### src/design/aba_dcd_pkg.sv
// shared types and default sizes for the drift-corrected aba difference block
`default_nettype none

package aba_dcd_pkg;

  // default field sizes
  localparam int TIME_BITS_DEF  = 32;
  localparam int VALUE_BITS_DEF = 32;
  localparam int FRAC_BITS_DEF  = 16;

  // sequencer states
  typedef enum logic [2:0] {
    ST_IDLE,
    ST_DIV_W,
    ST_DIV_WP,
    ST_MUL,
    ST_SQRT,
    ST_DONE
  } state_t;

  // products taken in turn on the serial multiplier
  typedef enum logic [3:0] {
    OP_EB2,
    OP_EA2SQ,
    OP_EA1SQ,
    OP_WDF,
    OP_WPDP,
    OP_WWP,
    OP_U2,
    OP_U1,
    OP_U2SQ,
    OP_U1SQ,
    OP_BT
  } mul_op_t;

  // result status codes
  typedef enum logic [1:0] {
    STATUS_OK   = 2'd0,
    STATUS_ZERO = 2'd1,
    STATUS_SAT  = 2'd2
  } status_t;

  // status of a serial arithmetic unit
  typedef struct packed {
    logic busy;
    logic done;
  } unit_stat_t;

endpackage

`default_nettype wire

### src/design/aba_drift_corrected_difference.sv
// top level: drift-corrected aba difference with serial divide, multiply and root
// plain mode: three products on the serial multiplier, then the square root; time-weighted
//   mode: two weight divisions, nine products and the root; a zero interval skips them all
// each serial step is started by the sequencer and ends when its unit signals done
// one trial at a time, the next accepted once the result is offered; series starts only store
// reset (rst_n low, synchronous): no stored trial, plain mode, output channel empty
`default_nettype none

module aba_drift_corrected_difference #(
  parameter int TIME_BITS  = aba_dcd_pkg::TIME_BITS_DEF,
  parameter int VALUE_BITS = aba_dcd_pkg::VALUE_BITS_DEF,
  parameter int FRAC_BITS  = aba_dcd_pkg::FRAC_BITS_DEF,
  localparam int IN_BITS   = ((2*TIME_BITS + 4*VALUE_BITS + 7) / 8) * 8,
  localparam int OUT_BITS  = ((2*VALUE_BITS + 7) / 8) * 8
) (
  input  wire                 clk,
  input  wire                 rst_n,
  // fields from bit 0: a_time, a_value, a_error, b_time, b_value, b_error
  input  wire  [IN_BITS-1:0]  in_tdata,
  // fields from bit 0: start_series
  input  wire  [0:0]          in_tuser,
  input  wire                 in_tvalid,
  output logic                in_tready,
  // fields from bit 0: difference, difference_error
  output logic [OUT_BITS-1:0] out_tdata,
  // fields from bit 0: status
  output logic [1:0]          out_tuser,
  output logic                out_tvalid,
  input  wire                 out_tready,
  // use_time_weight
  input  wire  [0:0]          cfg_data,
  input  wire                 cfg_valid,
  output logic                cfg_ready
);

  localparam int T  = TIME_BITS;
  localparam int V  = VALUE_BITS;
  localparam int F  = FRAC_BITS;
  localparam int MB = (V > F + 1) ? V : F + 1;
  localparam int MA = 2 * V;
  localparam int PW = MA + MB;
  localparam int RW = V + 2;
  localparam int SW = 2 * RW;
  localparam int WB = F + 1;
  localparam int DW = V + 1;
  localparam int PP = WB + DW;
  localparam logic [F+2:0] ONE_C = (F+3)'(1) << F;

  typedef struct packed {
    logic         sat;
    logic [V-1:0] val;
  } sdiff_t;

  // |a - b| of two time stamps
  function automatic logic [T-1:0] tdist(input logic [T-1:0] a, input logic [T-1:0] b);
    logic [T:0] df;
    df = {1'b0, a} - {1'b0, b};
    return df[T] ? T'(~df + (T+1)'(1)) : df[T-1:0];
  endfunction

  // clamp a signed magnitude to the signed value range
  function automatic sdiff_t sat_diff(input logic neg, input logic [V+2:0] m);
    logic [V+2:0] limit, v;
    sdiff_t       r;
    limit = neg ? ((V+3)'(1) << (V-1)) : (((V+3)'(1) << (V-1)) - (V+3)'(1));
    r.sat = (m > limit);
    v     = r.sat ? limit : m;
    r.val = neg ? (~v[V-1:0] + V'(1)) : v[V-1:0];
    return r;
  endfunction

  // registers
  aba_dcd_pkg::state_t  state_r, state_nxt;
  aba_dcd_pkg::mul_op_t mop_r, mop_nxt;
  logic                 use_tw_r, have_prev_r;
  logic [T-1:0]         prev_a_time_r, prev_b_time_r, cur_a_time_r, cur_b_time_r;
  logic [V-1:0]         prev_a_value_r, prev_b_value_r, cur_a_value_r, cur_b_value_r;
  logic [V-1:0]         prev_a_error_r, prev_b_error_r, cur_a_error_r, cur_b_error_r;
  logic                 zero_r, sat_r, cneg_r;
  logic [V-1:0]         dval_r, u2_r, u1_r;
  logic [2*V-1:0]       eb2_r;
  logic [SW-1:0]        s_r;
  logic [PP-1:0]        p1_r;
  logic [WB-1:0]        w_r, wp_r, cmag_r;
  logic                 out_valid_r;
  logic [2*V-1:0]       out_data_r;
  logic [1:0]           out_status_r;

  // input fields
  logic [T-1:0] in_a_time, in_b_time;
  logic [V-1:0] in_a_value, in_a_error, in_b_value, in_b_error;
  logic         in_start, new_series, in_zero, accept;

  assign in_a_time  = in_tdata[T-1:0];
  assign in_a_value = in_tdata[T+V-1:T];
  assign in_a_error = in_tdata[T+2*V-1:T+V];
  assign in_b_time  = in_tdata[2*T+2*V-1:T+2*V];
  assign in_b_value = in_tdata[2*T+3*V-1:2*T+2*V];
  assign in_b_error = in_tdata[2*T+4*V-1:2*T+3*V];
  assign in_start   = in_tuser[0];
  assign accept     = in_tvalid && in_tready;
  assign new_series = in_start || !have_prev_r;
  assign in_zero    = (tdist(in_a_time, prev_a_time_r) == '0);

  // plain mode difference from the incoming trial
  logic [V+2:0] psum, pmag;
  sdiff_t       pdiff;
  always_comb begin
    psum  = (V+3)'(signed'(prev_a_value_r)) + (V+3)'(signed'(in_a_value))
            - ((V+3)'(signed'(prev_b_value_r)) << 1);
    pmag  = psum[V+2] ? (~psum + (V+3)'(1)) : psum;
    pdiff = sat_diff(psum[V+2], pmag >> 1);
  end

  // serial units
  aba_dcd_pkg::unit_stat_t div_stat, mul_stat, sqrt_stat;
  logic                    div_start, mul_start, sqrt_start;
  logic [T-1:0]            div_x, div_d;
  logic [WB-1:0]           div_q;
  logic [MA-1:0]           mul_a;
  logic [MB-1:0]           mul_b;
  logic [PW-1:0]           prod;
  logic [RW-1:0]           root;

  assign div_d = tdist(cur_a_time_r, prev_a_time_r);
  assign div_x = (state_r == aba_dcd_pkg::ST_DIV_W) ? tdist(prev_a_time_r, prev_b_time_r)
                                                     : tdist(cur_a_time_r, prev_b_time_r);

  aba_dcd_div #(.T_BITS(T), .F_BITS(F)) u_div (
    .clk(clk), .rst_n(rst_n), .start(div_start), .x(div_x), .d(div_d),
    .stat(div_stat), .q(div_q)
  );

  aba_dcd_mul #(.A_BITS(MA), .B_BITS(MB)) u_mul (
    .clk(clk), .rst_n(rst_n), .start(mul_start), .a(mul_a), .b(mul_b),
    .stat(mul_stat), .prod(prod)
  );

  aba_dcd_sqrt #(.R_BITS(RW)) u_sqrt (
    .clk(clk), .rst_n(rst_n), .start(sqrt_start), .rad(s_r),
    .stat(sqrt_stat), .root(root)
  );

  // value differences against the stored b
  logic [V:0]  df, dp;
  logic [DW-1:0] df_mag, dp_mag;
  always_comb begin
    df     = {cur_a_value_r[V-1], cur_a_value_r} - {prev_b_value_r[V-1], prev_b_value_r};
    dp     = {prev_a_value_r[V-1], prev_a_value_r} - {prev_b_value_r[V-1], prev_b_value_r};
    df_mag = df[V] ? (~df + DW'(1)) : df;
    dp_mag = dp[V] ? (~dp + DW'(1)) : dp;
  end

  // multiplier operand select
  always_comb begin
    mul_a = '0;
    mul_b = '0;
    case (mop_r)
      aba_dcd_pkg::OP_EB2:   begin mul_a = MA'(prev_b_error_r); mul_b = MB'(prev_b_error_r); end
      aba_dcd_pkg::OP_EA2SQ: begin mul_a = MA'(cur_a_error_r);  mul_b = MB'(cur_a_error_r);  end
      aba_dcd_pkg::OP_EA1SQ: begin mul_a = MA'(prev_a_error_r); mul_b = MB'(prev_a_error_r); end
      aba_dcd_pkg::OP_WDF:   begin mul_a = MA'(df_mag);         mul_b = MB'(w_r);            end
      aba_dcd_pkg::OP_WPDP:  begin mul_a = MA'(dp_mag);         mul_b = MB'(wp_r);           end
      aba_dcd_pkg::OP_WWP:   begin mul_a = MA'(w_r);            mul_b = MB'(wp_r);           end
      aba_dcd_pkg::OP_U2:    begin mul_a = MA'(cur_a_error_r);  mul_b = MB'(w_r);            end
      aba_dcd_pkg::OP_U1:    begin mul_a = MA'(prev_a_error_r); mul_b = MB'(wp_r);           end
      aba_dcd_pkg::OP_U2SQ:  begin mul_a = MA'(u2_r);           mul_b = MB'(u2_r);           end
      aba_dcd_pkg::OP_U1SQ:  begin mul_a = MA'(u1_r);           mul_b = MB'(u1_r);           end
      aba_dcd_pkg::OP_BT:    begin mul_a = eb2_r;               mul_b = MB'(cmag_r);         end
      default:               begin mul_a = '0;                  mul_b = '0;                  end
    endcase
  end

  // product order
  logic last_op;
  always_comb begin
    case (mop_r)
      aba_dcd_pkg::OP_EB2:   mop_nxt = use_tw_r ? aba_dcd_pkg::OP_WDF : aba_dcd_pkg::OP_EA2SQ;
      aba_dcd_pkg::OP_EA2SQ: mop_nxt = aba_dcd_pkg::OP_EA1SQ;
      aba_dcd_pkg::OP_WDF:   mop_nxt = aba_dcd_pkg::OP_WPDP;
      aba_dcd_pkg::OP_WPDP:  mop_nxt = aba_dcd_pkg::OP_WWP;
      aba_dcd_pkg::OP_WWP:   mop_nxt = aba_dcd_pkg::OP_U2;
      aba_dcd_pkg::OP_U2:    mop_nxt = aba_dcd_pkg::OP_U1;
      aba_dcd_pkg::OP_U1:    mop_nxt = aba_dcd_pkg::OP_U2SQ;
      aba_dcd_pkg::OP_U2SQ:  mop_nxt = aba_dcd_pkg::OP_U1SQ;
      aba_dcd_pkg::OP_U1SQ:  mop_nxt = aba_dcd_pkg::OP_BT;
      default:               mop_nxt = aba_dcd_pkg::OP_EB2;
    endcase
    last_op = use_tw_r ? (mop_r == aba_dcd_pkg::OP_BT) : (mop_r == aba_dcd_pkg::OP_EA1SQ);
  end

  // weighted difference and correlation factor from the products
  logic [PP-1:0]  p2;
  logic [PP:0]    wm;
  logic           wneg;
  sdiff_t         wdiff;
  logic [F+2:0]   twop;
  logic           cneg;
  logic [F+2:0]   cval;
  logic [2*V-1:0] bt;
  logic [SW-1:0]  bt_ext;
  always_comb begin
    p2 = prod[PP-1:0];
    if (df[V] == dp[V]) begin
      wm   = {1'b0, p1_r} + {1'b0, p2};
      wneg = df[V];
    end else if (p1_r >= p2) begin
      wm   = {1'b0, p1_r} - {1'b0, p2};
      wneg = df[V];
    end else begin
      wm   = {1'b0, p2} - {1'b0, p1_r};
      wneg = dp[V];
    end
    wdiff  = sat_diff(wneg, wm[PP:F]);
    twop   = prod[2*F+1:F-1];
    cneg   = (twop > ONE_C);
    cval   = cneg ? (twop - ONE_C) : (ONE_C - twop);
    bt     = prod[2*V+F-1:F];
    bt_ext = SW'(bt);
  end

  // final error and status
  logic [RW-1:0]  e_full;
  logic           esat;
  logic [V-1:0]   e_val;
  logic [1:0]     status_c;
  always_comb begin
    e_full = use_tw_r ? root : (root >> 1);
    esat   = (e_full[RW-1:V] != '0);
    e_val  = esat ? {V{1'b1}} : e_full[V-1:0];
    if (zero_r)
      status_c = aba_dcd_pkg::STATUS_ZERO;
    else if (sat_r || esat)
      status_c = aba_dcd_pkg::STATUS_SAT;
    else
      status_c = aba_dcd_pkg::STATUS_OK;
  end

  // next state
  logic out_free;
  assign out_free = !out_valid_r || out_tready;
  always_comb begin
    state_nxt = state_r;
    case (state_r)
      aba_dcd_pkg::ST_IDLE: begin
        if (in_tvalid && !new_series) begin
          if (!use_tw_r)
            state_nxt = aba_dcd_pkg::ST_MUL;
          else if (in_zero)
            state_nxt = aba_dcd_pkg::ST_DONE;
          else
            state_nxt = aba_dcd_pkg::ST_DIV_W;
        end
      end
      aba_dcd_pkg::ST_DIV_W: begin
        if (div_stat.done) state_nxt = aba_dcd_pkg::ST_DIV_WP;
      end
      aba_dcd_pkg::ST_DIV_WP: begin
        if (div_stat.done) state_nxt = aba_dcd_pkg::ST_MUL;
      end
      aba_dcd_pkg::ST_MUL: begin
        if (mul_stat.done && last_op) state_nxt = aba_dcd_pkg::ST_SQRT;
      end
      aba_dcd_pkg::ST_SQRT: begin
        if (sqrt_stat.done) state_nxt = aba_dcd_pkg::ST_DONE;
      end
      aba_dcd_pkg::ST_DONE: begin
        if (zero_r || out_free) begin
          if (out_free) state_nxt = aba_dcd_pkg::ST_IDLE;
        end
      end
      default: state_nxt = aba_dcd_pkg::ST_IDLE;
    endcase
  end

  // sequencer outputs
  always_comb begin
    in_tready  = (state_r == aba_dcd_pkg::ST_IDLE);
    div_start  = ((state_r == aba_dcd_pkg::ST_DIV_W) || (state_r == aba_dcd_pkg::ST_DIV_WP))
                 && !div_stat.busy && !div_stat.done;
    mul_start  = (state_r == aba_dcd_pkg::ST_MUL) && !mul_stat.busy && !mul_stat.done;
    sqrt_start = (state_r == aba_dcd_pkg::ST_SQRT) && !sqrt_stat.busy && !sqrt_stat.done;
  end

  // control registers
  always_ff @(posedge clk) begin
    if (!rst_n) begin
      state_r     <= aba_dcd_pkg::ST_IDLE;
      mop_r       <= aba_dcd_pkg::OP_EB2;
      use_tw_r    <= 1'b0;
      have_prev_r <= 1'b0;
      out_valid_r <= 1'b0;
    end else begin
      state_r <= state_nxt;
      if (cfg_valid && cfg_ready)
        use_tw_r <= cfg_data[0];
      if (accept)
        have_prev_r <= 1'b1;
      if (state_r == aba_dcd_pkg::ST_IDLE)
        mop_r <= aba_dcd_pkg::OP_EB2;
      else if ((state_r == aba_dcd_pkg::ST_MUL) && mul_stat.done && !last_op)
        mop_r <= mop_nxt;
      if ((state_r == aba_dcd_pkg::ST_DONE) && out_free)
        out_valid_r <= 1'b1;
      else if (out_tready)
        out_valid_r <= 1'b0;
    end
  end

  // stored trials
  always_ff @(posedge clk) begin
    if (!rst_n) begin
      prev_a_time_r  <= '0;
      prev_a_value_r <= '0;
      prev_a_error_r <= '0;
      prev_b_time_r  <= '0;
      prev_b_value_r <= '0;
      prev_b_error_r <= '0;
    end else if (accept && new_series) begin
      prev_a_time_r  <= in_a_time;
      prev_a_value_r <= in_a_value;
      prev_a_error_r <= in_a_error;
      prev_b_time_r  <= in_b_time;
      prev_b_value_r <= in_b_value;
      prev_b_error_r <= in_b_error;
    end else if ((state_r == aba_dcd_pkg::ST_DONE) && out_free) begin
      prev_a_time_r  <= cur_a_time_r;
      prev_a_value_r <= cur_a_value_r;
      prev_a_error_r <= cur_a_error_r;
      prev_b_time_r  <= cur_b_time_r;
      prev_b_value_r <= cur_b_value_r;
      prev_b_error_r <= cur_b_error_r;
    end
  end

  // working registers
  always_ff @(posedge clk) begin
    if (accept) begin
      cur_a_time_r  <= in_a_time;
      cur_a_value_r <= in_a_value;
      cur_a_error_r <= in_a_error;
      cur_b_time_r  <= in_b_time;
      cur_b_value_r <= in_b_value;
      cur_b_error_r <= in_b_error;
      zero_r        <= use_tw_r && in_zero;
      dval_r        <= use_tw_r ? '0 : pdiff.val;
      sat_r         <= use_tw_r ? 1'b0 : pdiff.sat;
    end
    if (div_stat.done) begin
      if (state_r == aba_dcd_pkg::ST_DIV_W)
        w_r <= div_q;
      else
        wp_r <= div_q;
    end
    if ((state_r == aba_dcd_pkg::ST_MUL) && mul_stat.done) begin
      case (mop_r)
        aba_dcd_pkg::OP_EB2: begin
          eb2_r <= prod[2*V-1:0];
          s_r   <= use_tw_r ? '0 : SW'({prod[2*V-1:0], 2'b00});
        end
        aba_dcd_pkg::OP_WDF:  p1_r <= prod[PP-1:0];
        aba_dcd_pkg::OP_WPDP: begin
          dval_r <= wdiff.val;
          sat_r  <= wdiff.sat;
        end
        aba_dcd_pkg::OP_WWP: begin
          cneg_r <= cneg;
          cmag_r <= cval[F:0];
        end
        aba_dcd_pkg::OP_U2: u2_r <= prod[F+V-1:F];
        aba_dcd_pkg::OP_U1: u1_r <= prod[F+V-1:F];
        aba_dcd_pkg::OP_BT: begin
          if (!cneg_r)
            s_r <= s_r + bt_ext;
          else if (s_r >= bt_ext)
            s_r <= s_r - bt_ext;
          else
            s_r <= '0;
        end
        default: s_r <= s_r + SW'(prod[2*V-1:0]);
      endcase
    end
    if ((state_r == aba_dcd_pkg::ST_DONE) && out_free) begin
      out_data_r   <= zero_r ? '0 : {e_val, dval_r};
      out_status_r <= status_c;
    end
  end

  assign out_tvalid = out_valid_r;
  assign out_tdata  = OUT_BITS'(out_data_r);
  assign out_tuser  = out_status_r;
  assign cfg_ready  = 1'b1;

endmodule

`default_nettype wire

### src/design/aba_dcd_mul.sv
// bit-serial shift-and-add multiplier, one multiplier bit per cycle
`default_nettype none

module aba_dcd_mul #(
  parameter int A_BITS = 64,
  parameter int B_BITS = 32
) (
  input  wire                          clk,
  input  wire                          rst_n,
  input  wire                          start,
  input  wire  [A_BITS-1:0]            a,
  input  wire  [B_BITS-1:0]            b,
  output aba_dcd_pkg::unit_stat_t      stat,
  output logic [A_BITS+B_BITS-1:0]     prod
);

  localparam int PW = A_BITS + B_BITS;
  localparam int CW = $clog2(B_BITS + 1);

  logic [A_BITS-1:0] a_r;
  logic [PW-1:0]     p_r, p_nxt;
  logic [CW-1:0]     cnt_r;
  logic              busy_r, done_r;
  logic [A_BITS:0]   upper;

  // add the multiplicand into the upper half, then shift right
  always_comb begin
    upper = {1'b0, p_r[PW-1:B_BITS]} + (p_r[0] ? {1'b0, a_r} : {(A_BITS+1){1'b0}});
    p_nxt = {upper, p_r[B_BITS-1:1]};
  end

  // control
  always_ff @(posedge clk) begin
    if (!rst_n) begin
      busy_r <= 1'b0;
      done_r <= 1'b0;
      cnt_r  <= '0;
    end else begin
      done_r <= 1'b0;
      if (start) begin
        busy_r <= 1'b1;
        cnt_r  <= CW'(B_BITS);
      end else if (busy_r) begin
        cnt_r <= cnt_r - CW'(1);
        if (cnt_r == CW'(1)) begin
          busy_r <= 1'b0;
          done_r <= 1'b1;
        end
      end
    end
  end

  // datapath
  always_ff @(posedge clk) begin
    if (start) begin
      a_r <= a;
      p_r <= {{A_BITS{1'b0}}, b};
    end else if (busy_r) begin
      p_r <= p_nxt;
    end
  end

  assign prod      = p_r;
  assign stat.busy = busy_r;
  assign stat.done = done_r;

endmodule

`default_nettype wire

### src/design/aba_dcd_div.sv
// restoring divider for weights: one quotient bit per cycle, clamped to one
`default_nettype none

module aba_dcd_div #(
  parameter int T_BITS = 32,
  parameter int F_BITS = 16
) (
  input  wire                      clk,
  input  wire                      rst_n,
  input  wire                      start,
  input  wire  [T_BITS-1:0]        x,
  input  wire  [T_BITS-1:0]        d,
  output aba_dcd_pkg::unit_stat_t  stat,
  output logic [F_BITS:0]          q
);

  localparam int CW = $clog2(F_BITS + 1);
  localparam logic [F_BITS:0] ONE_W = {1'b1, {F_BITS{1'b0}}};

  logic [T_BITS-1:0] r_r, d_r, r_nxt;
  logic [F_BITS:0]   q_r;
  logic [CW-1:0]     cnt_r;
  logic              busy_r, done_r;
  logic [T_BITS:0]   r2, r2_sub;
  logic              ge;

  // one restoring step
  always_comb begin
    r2     = {r_r, 1'b0};
    r2_sub = r2 - {1'b0, d_r};
    ge     = (r2 >= {1'b0, d_r});
    r_nxt  = ge ? r2_sub[T_BITS-1:0] : r2[T_BITS-1:0];
  end

  // control
  always_ff @(posedge clk) begin
    if (!rst_n) begin
      busy_r <= 1'b0;
      done_r <= 1'b0;
      cnt_r  <= '0;
    end else begin
      done_r <= 1'b0;
      if (start) begin
        if (x >= d) begin
          done_r <= 1'b1;
        end else begin
          busy_r <= 1'b1;
          cnt_r  <= CW'(F_BITS);
        end
      end else if (busy_r) begin
        cnt_r <= cnt_r - CW'(1);
        if (cnt_r == CW'(1)) begin
          busy_r <= 1'b0;
          done_r <= 1'b1;
        end
      end
    end
  end

  // datapath
  always_ff @(posedge clk) begin
    if (start) begin
      d_r <= d;
      r_r <= x;
      q_r <= (x >= d) ? ONE_W : '0;
    end else if (busy_r) begin
      r_r <= r_nxt;
      q_r <= {q_r[F_BITS-1:0], ge};
    end
  end

  assign q         = q_r;
  assign stat.busy = busy_r;
  assign stat.done = done_r;

endmodule

`default_nettype wire

### src/design/aba_dcd_sqrt.sv
// digit-by-digit integer square root, two radicand bits per cycle
`default_nettype none

module aba_dcd_sqrt #(
  parameter int R_BITS = 34
) (
  input  wire                      clk,
  input  wire                      rst_n,
  input  wire                      start,
  input  wire  [2*R_BITS-1:0]      rad,
  output aba_dcd_pkg::unit_stat_t  stat,
  output logic [R_BITS-1:0]        root
);

  localparam int CW = $clog2(R_BITS + 1);

  logic [2*R_BITS-1:0] rad_r;
  logic [R_BITS+1:0]   rem_r, rem2, trial;
  logic [R_BITS-1:0]   root_r;
  logic [CW-1:0]       cnt_r;
  logic                busy_r, done_r;
  logic                ge;

  // bring down two bits and try the next root digit
  always_comb begin
    rem2  = {rem_r[R_BITS-1:0], rad_r[2*R_BITS-1:2*R_BITS-2]};
    trial = {root_r, 2'b01};
    ge    = (rem2 >= trial);
  end

  // control
  always_ff @(posedge clk) begin
    if (!rst_n) begin
      busy_r <= 1'b0;
      done_r <= 1'b0;
      cnt_r  <= '0;
    end else begin
      done_r <= 1'b0;
      if (start) begin
        busy_r <= 1'b1;
        cnt_r  <= CW'(R_BITS);
      end else if (busy_r) begin
        cnt_r <= cnt_r - CW'(1);
        if (cnt_r == CW'(1)) begin
          busy_r <= 1'b0;
          done_r <= 1'b1;
        end
      end
    end
  end

  // datapath
  always_ff @(posedge clk) begin
    if (start) begin
      rad_r  <= rad;
      rem_r  <= '0;
      root_r <= '0;
    end else if (busy_r) begin
      rad_r  <= {rad_r[2*R_BITS-3:0], 2'b00};
      rem_r  <= ge ? (rem2 - trial) : rem2;
      root_r <= {root_r[R_BITS-2:0], ge};
    end
  end

  assign root      = root_r;
  assign stat.busy = busy_r;
  assign stat.done = done_r;

endmodule

`default_nettype wire

### config.mk
export PLATFORM = sky130hd
export DESIGN_NAME = aba_drift_corrected_difference
export DESIGN_NICKNAME = d
export VERILOG_FILES = /design/src/design/aba_dcd_pkg.sv /design/src/design/aba_drift_corrected_difference.sv /design/src/design/aba_dcd_mul.sv /design/src/design/aba_dcd_div.sv /design/src/design/aba_dcd_sqrt.sv
export SDC_FILE = /design/constraint.sdc
export NUM_CORES = 2
export LEC_CHECK = 0
export BUFFER_PORTS_ARGS = -buffer_cell sky130_fd_sc_hd__buf_2
export CAP_MARGIN = 20
export CORE_MARGIN = 5
export CORE_UTILIZATION = 30
export CTS_CLUSTER_DIAMETER = 50
export CTS_CLUSTER_SIZE = 20
export DETAILED_ROUTE_END_ITERATION = 8
export SYNTH_ARGS = -nofsm -noshare
export SYNTH_HDL_FRONTEND = slang
export SYNTH_SLANG_ARGS = --single-unit
### constraint.sdc
create_clock -name clk -period 23.2 [get_ports clk]
set_input_delay 3.48 -clock clk [delete_from_list [all_inputs] [get_ports clk]]
set_output_delay 3.48 -clock clk [all_outputs]
set_load 0.05 [all_outputs]
### After elaboration in Yosys (flattened, before gate mapping)

Cells that the tools add are included.

| storage, ports and cells | value |
|---|---|
| bits in registers | 1192 |
| bits of input ports | 199 |
| word-level logic and storage cells | 287 |

| operators by class | value |
|---|---|
| $add $sub $neg | 31 |
| magnitude comparators | 8 |
| equal/unequal tests | 27 |
| mux-type cells | 98 |
| bitwise logic cells | 14 |
| reductions and logical operators | 58 |

Operators with widths:

| cell | count |
|---|---|
| $mux 32 | 33 |
| $pmux 64 s9 | 1 |
| $mux 68 | 4 |
| $pmux 32 s8 | 1 |
| $pmux 68 s3 | 1 |
| $sub 32x32->33 | 6 |
| $add 32x1->32 const B | 6 |
| $not 32->32 | 6 |
| $add 68x64->68 | 2 |
| $mux 51 | 2 |
| $sub 50x50->51 | 2 |
| $ge 68x64->1 | 1 |
| $mux 17 | 4 |
| $mux 34 | 2 |
| $sub 68x64->68 | 1 |
| $add 33x1->33 const B | 2 |
| $mux 33 | 2 |
| $mux 66 | 1 |
| $not 33->33 | 2 |
| $add 64x64->65 | 1 |
| $mux 64 | 1 |
| $add 50x50->51 | 1 |
| $ge 50x50->1 | 1 |
| $ge 36x36->1 | 1 |
| other kinds (48) | 152 |

### Depth between registers and ports, before layout

| depth | value |
|---|---|
| word-level depth | 14 |
| gate-level depth with buffers | 43 |

### Hierarchy

A second synthesis with hierarchy kept.

| second synthesis, totals | value |
|---|---|
| cells, all modules | 10962 |
| area total of the unflattened synthesis | 94570.7 um^2 |

Modules (own cells, without submodules):

| module | times used | cells each | area an instance (um^2) |
|---|---|---|---|
| aba_drift_corrected_difference | 1 | 8547 | 70586.4 |
| aba_dcd_mul | 1 | 969 | 9778.1 |
| aba_dcd_sqrt | 1 | 786 | 7908.8 |
| aba_dcd_div | 1 | 660 | 6297.3 |

### Worst setup path after synthesis

OpenSTA, ideal clock, no wires.

| timing path | value |
|---|---|
| path type | input to register |
| from | input in_tdata[40] |
| to | register dval_r[24] |
| setup time | 95 ps |
| arrival | 11537 ps |
| required time | 23105 ps |
| setup slack | 11568 ps |
| stages | 40 |
| cells stage by stage | inv_1 -> fa_1 -> inv_1 -> ha_1 -> clkbuf_1 -> a21oi_1 -> and2_0 -> clkbuf_1 -> a22o_1 -> a211oi_1 -> o21ai_1 -> o31ai_1 -> nand2_1 -> inv_1 -> clkbuf_1 -> buf_2 -> buf_2 -> buf_1 -> (+4 left out) -> or2_2 -> or3_1 -> nand3_1 -> and4_1 -> mux2i_1 -> o22ai_1 -> nor2b_1 -> buf_4 -> buf_4 -> o21ai_0 -> ha_1 -> and4_1 -> and3_1 -> clkbuf_1 -> a21oi_1 -> xor2_1 -> o211ai_1 -> a221oi_1 |

| between the ends | value |
|---|---|
| cells in the longest elaborated chain, start to end | 14 |
| elaborated cells on any way between the ends | 15 |
| those cells by class | 4 x add/sub; 1 x order compare; 8 x mux; 2 x bitwise |

RTL lines:

| item | line | text |
|---|---|---|
| start: declaration | aba_drift_corrected_difference.sv:19 | `input wire [IN_BITS-1:0] in_tdata,` |
| $add 32x32->33 * | aba_drift_corrected_difference.sv:109 | `psum = (V+3)'(signed'(prev_a_value_r)) + (V+3)'(signed'(in_a_value))` |
| $sub 33x33->34 * | aba_drift_corrected_difference.sv:110 | `- ((V+3)'(signed'(prev_b_value_r)) << 1);` |
| $not 35->35 | aba_drift_corrected_difference.sv:111 | `pmag = psum[V+2] ? (~psum + (V+3)'(1)) : psum;` |
| $add 35x1->35 | aba_drift_corrected_difference.sv:111 |  |
| $mux 35 | aba_drift_corrected_difference.sv:111 |  |
| $gt 34x32->1 | aba_drift_corrected_difference.sv:66 | `r.sat = (m > limit);` |
| $mux 32 | aba_drift_corrected_difference.sv:67 | `v = r.sat ? limit : m;` |
| $not 32->32 | aba_drift_corrected_difference.sv:68 | `r.val = neg ? (~v[V-1:0] + V'(1)) : v[V-1:0];` |
| $add 32x1->32 | aba_drift_corrected_difference.sv:68 |  |
| $mux 32 * | aba_drift_corrected_difference.sv:68 |  |
| $mux 32 * | aba_drift_corrected_difference.sv:346 | `dval_r <= use_tw_r ? '0 : pdiff.val;` |
| $mux 32 * | aba_drift_corrected_difference.sv:338 | `if (accept) begin` |
| $mux 32 | aba_drift_corrected_difference.sv:356 | `case (mop_r)` |
| $mux 32 * | aba_drift_corrected_difference.sv:355 | `if ((state_r == aba_dcd_pkg::ST_MUL) && mul_stat.done) begin` |
| end signal: assignment | aba_drift_corrected_difference.sv:346 |  |
| end signal: assignment | aba_drift_corrected_difference.sv:363 | `dval_r <= wdiff.val;` |
| end: declaration | aba_drift_corrected_difference.sv:80 | `logic [V-1:0] dval_r, u2_r, u1_r;` |

Mark *: on every way between the ends. The rest lies on a longest branch, timed or not.
A chain may end at the register's enable or synchronous reset.

### Worst setup path after layout

| timing path | value |
|---|---|
| from | input in_tdata[35] |
| to | register dval_r[26] |

Same word-level chain as after synthesis.

==> impl_results.md <==
- Initial antenna violation count: 114
- Dominant register cell in the synthesized netlist: edfxtp_1
- CTS tree: built
- IO Pins: 268
- Count of H-tree levels built during CTS: 4
- Share of the synthesized area in the top cell type: 26.0%
- Clock root buffer: clkbuf_16
- Result of the run: complete, but fails checks
- Global-route track usage on met3: 3.75%
- Worst-path clk slew: 80 ps
- Count of synthesis-stage warnings from yosys: 0
- Worst Max-Slew Pin Slew: 1320 ps
- Vias after detailed routing: 84400
- Mean instance size in the synthesized netlist: 8.60 sq um
- Worst hold path stage count: 0
- Layout overhead on the synthesized area: 13.1%
- Commonest cells in the synthesized netlist: 1039 x nand2_1, 929 x a21oi_1, 883 x nor2_1
- Leading post-synthesis cells by cell area: edfxtp_1 26%, ha_1 11%, dfxtp_1 8.4%, a21oi_1 5.0%, nand2_1 4.2%
- Required time worst endpoint: 23880 ps
- RSZ-0062 raised after global routing: no
- Effective utilization at floorplan: 30.0%
- Number of port buffers: 266
- Relative slew slack: 12.0%
- Kind of launch point of the worst setup path: input pin
- Fraction of final layout cells sized beyond drive strength 1: 8.54%
- Die H: 565 microns
- Buffers from clock root to sink, at most: 4
- Slowest stage cell, crit path: o32ai_1
- Sequential share of the synthesized area: 34.5%
- First drt pass iteration count: 9
- Mean routed wirelength per cell: 23.3 microns
- Die ar.: 0.320 sq mm
- Horizontal die dimension: 565 microns
- Violations in the final reports: design-rule violations
- Post-route clock skew: 88.5 ps
- Post-detailed-placement half-perimeter wirelength: 270000 microns
- Combined buffer and inverter count along the critical path: 6
- Global routing usage on met1: 27.4%
- Final net count: 11900
- GR met2 Demand/Resource: 33.2%
- Remaining global-route overflow: 0
- Wire length of the first global-routing pass: 514000 microns
- Fraction of the cycle the final worst path needs: 53.2%
- First-iteration detailed-routing DRC count: 8398
- Minimum clock period after layout: 12340 ps
- Ratio of routed vias to standard cells: 5.58
- Gp weighted congestion: 0.990
- Worst Setup Path Type: input pin to register
- R2R depth: 40
- Remaining antenna violation count: 0
- Number of storage elements in the synthesis netlist: 1192
- Kind of cell adding the most delay to the critical path: compound AO/OA/AOI/OAI gates
- Fin. max-slew vios: 0
- Via count of the first global-routing pass: 78900
- Final-report hold violation count: 0
- Post-synthesis cell area: 0.0925 sq mm
- CP Data Arrival Time: 13020 ps
- Gate Count Post-Synth: 10800
- Number of gates resized after CTS: 0
- Class of the tightest hold or removal check: register to register
- Setup Fix Bufs, Post-CTS: 0
- Maximum number of pins on one net before global-route repair: 140
- Placed cells: 14800
- Placement Rows: 204
- EDFF count, synth: 802
- Number of CTS-inserted buffers: 173
- Final Non-Filler Cells: 15100
- Area of the placeable core: 0.308 sq mm
- Top cell type by total area after synthesis: edfxtp_1
- Setup TNS Final: 0 ps
- CP max stage delay: 800 ps
- Nets in the synthesized netlist: 11800
- Worst Setup End Kind: register
- Global-route total usage across every layer: 21.0%
- Distinct cells, synth: 105
- Leading cell type by number of instances after synthesis: nand2_1
- Max-cap violation count: 0
- Clock latency on the worst-skew pair: 890 ps
- Final setup violation count: 0
- Most frequent cell on the critical path: inv_1
- Count of clock tree sinks: 1192
- Max Clock Freq: 0.0810 GHz
- Most used routing layer in global routing: met2
- Synth async-reset ratio: 0%
- Total wirelength of the detailed-routed design: 352000 microns
- Crit path max fanout: 29
- Stages on the worst setup path: 32
- Final routed DRC violation total: 3
- Quantity of hold-fixing buffers added after cts: 0
-- metal layers --
metal  wire length [microns]  vias to the layer above
met5                     154                        -
li1                        -                    39800
met2                  156000                     3507
met4                   19700                       26
met3                   27500                      752
met1                  149000                    40400
-- layout make-up --
type,instances,area [sq um]
Fill cell,32000,203000
Sequential cell,1192,31900
Inverter,742,2810
Tap cell,4120,5150
Antenna cell,43,108
Clock inverter,123,1550
Multi-Input combinational cell,8315,56100
Timing Repair Buffer,414,2480
Clock buffer,188,4500
-- kinds of logic (layout without fill, tap and decap cells) --
kind of cell	after synthesis	after routing	synth area share, %
AOI/OAI and AO/OA	3246	3246	23.0
and+or+nand+nor	3401	3401	17.6
muxes	162	162	1.86
DFF	1192	1192	34.5
adders and majority gates	827	827	11.5
xor gates and xnor gates	678	678	6.43
other	1	44	0.00405
buffers and inverters	1251	1467	5.12
-- sequential cells by signal, indices dropped and copies added, names as in the netlist, 34 cells and up --
name / cells
u_mul.prod: 96
p1_r: 50
u_sqrt.root: 34
u_sqrt.rem_r: 34
u_sqrt.rad_r: 68
s_r: 68
out_tdata: 64
u_mul.a_r: 64
eb2_r: 64
-- final timing paths --
check                              from                 end  slack, ps
min reg2reg    u_div.q[7]$_SDFFCE_PP0P_   wp_r[7]$_DFFE_PP_        430
max                        in_tdata[35]  dval_r[26]$_DFF_P_      10860
max reg2reg  cur_a_value_r[0]$_DFFE_PP_  dval_r[26]$_DFF_P_      12530
min            u_div.q[7]$_SDFFCE_PP0P_   wp_r[7]$_DFFE_PP_        430
-- placed cells by master, fill, tap and decap left out, drive strengths merged, types with 133 or more instances in the layout --
cell type,instances
xor2,234
o21ai,620
nand3,214
dfxtp,390
nand4,142
a311oi,199
and2,170
ha,784
nor3,237
a21oi,929
o21bai,136
clkbuf,188
inv,790
nand2,1039
nor2b,133
buf,414
xnor2,444
a21o,233
edfxtp,802
nor2,884
-- metrics by stage --
stage | setup WS, ps | util [%] | hold WS, ps | cell area (sq um)
6_report | 10860 | 34.0 | 431 | 105000
5_1_grt | 10010 | 33.9 | 467 | 105000
4_1_cts | 11060 | 33.9 | 441 | 104000
3_5_place_dp | 10170 | 32.0 | 448 | 98400
3_3_place_gp | 10210 | 32.0 | 449 | 98400
2_1_floorplan | 11570 | - | 421 | 92500
Power is not shown: default switching activity piles up to over one toggle a cycle in this logic, so the estimate is an artifact.
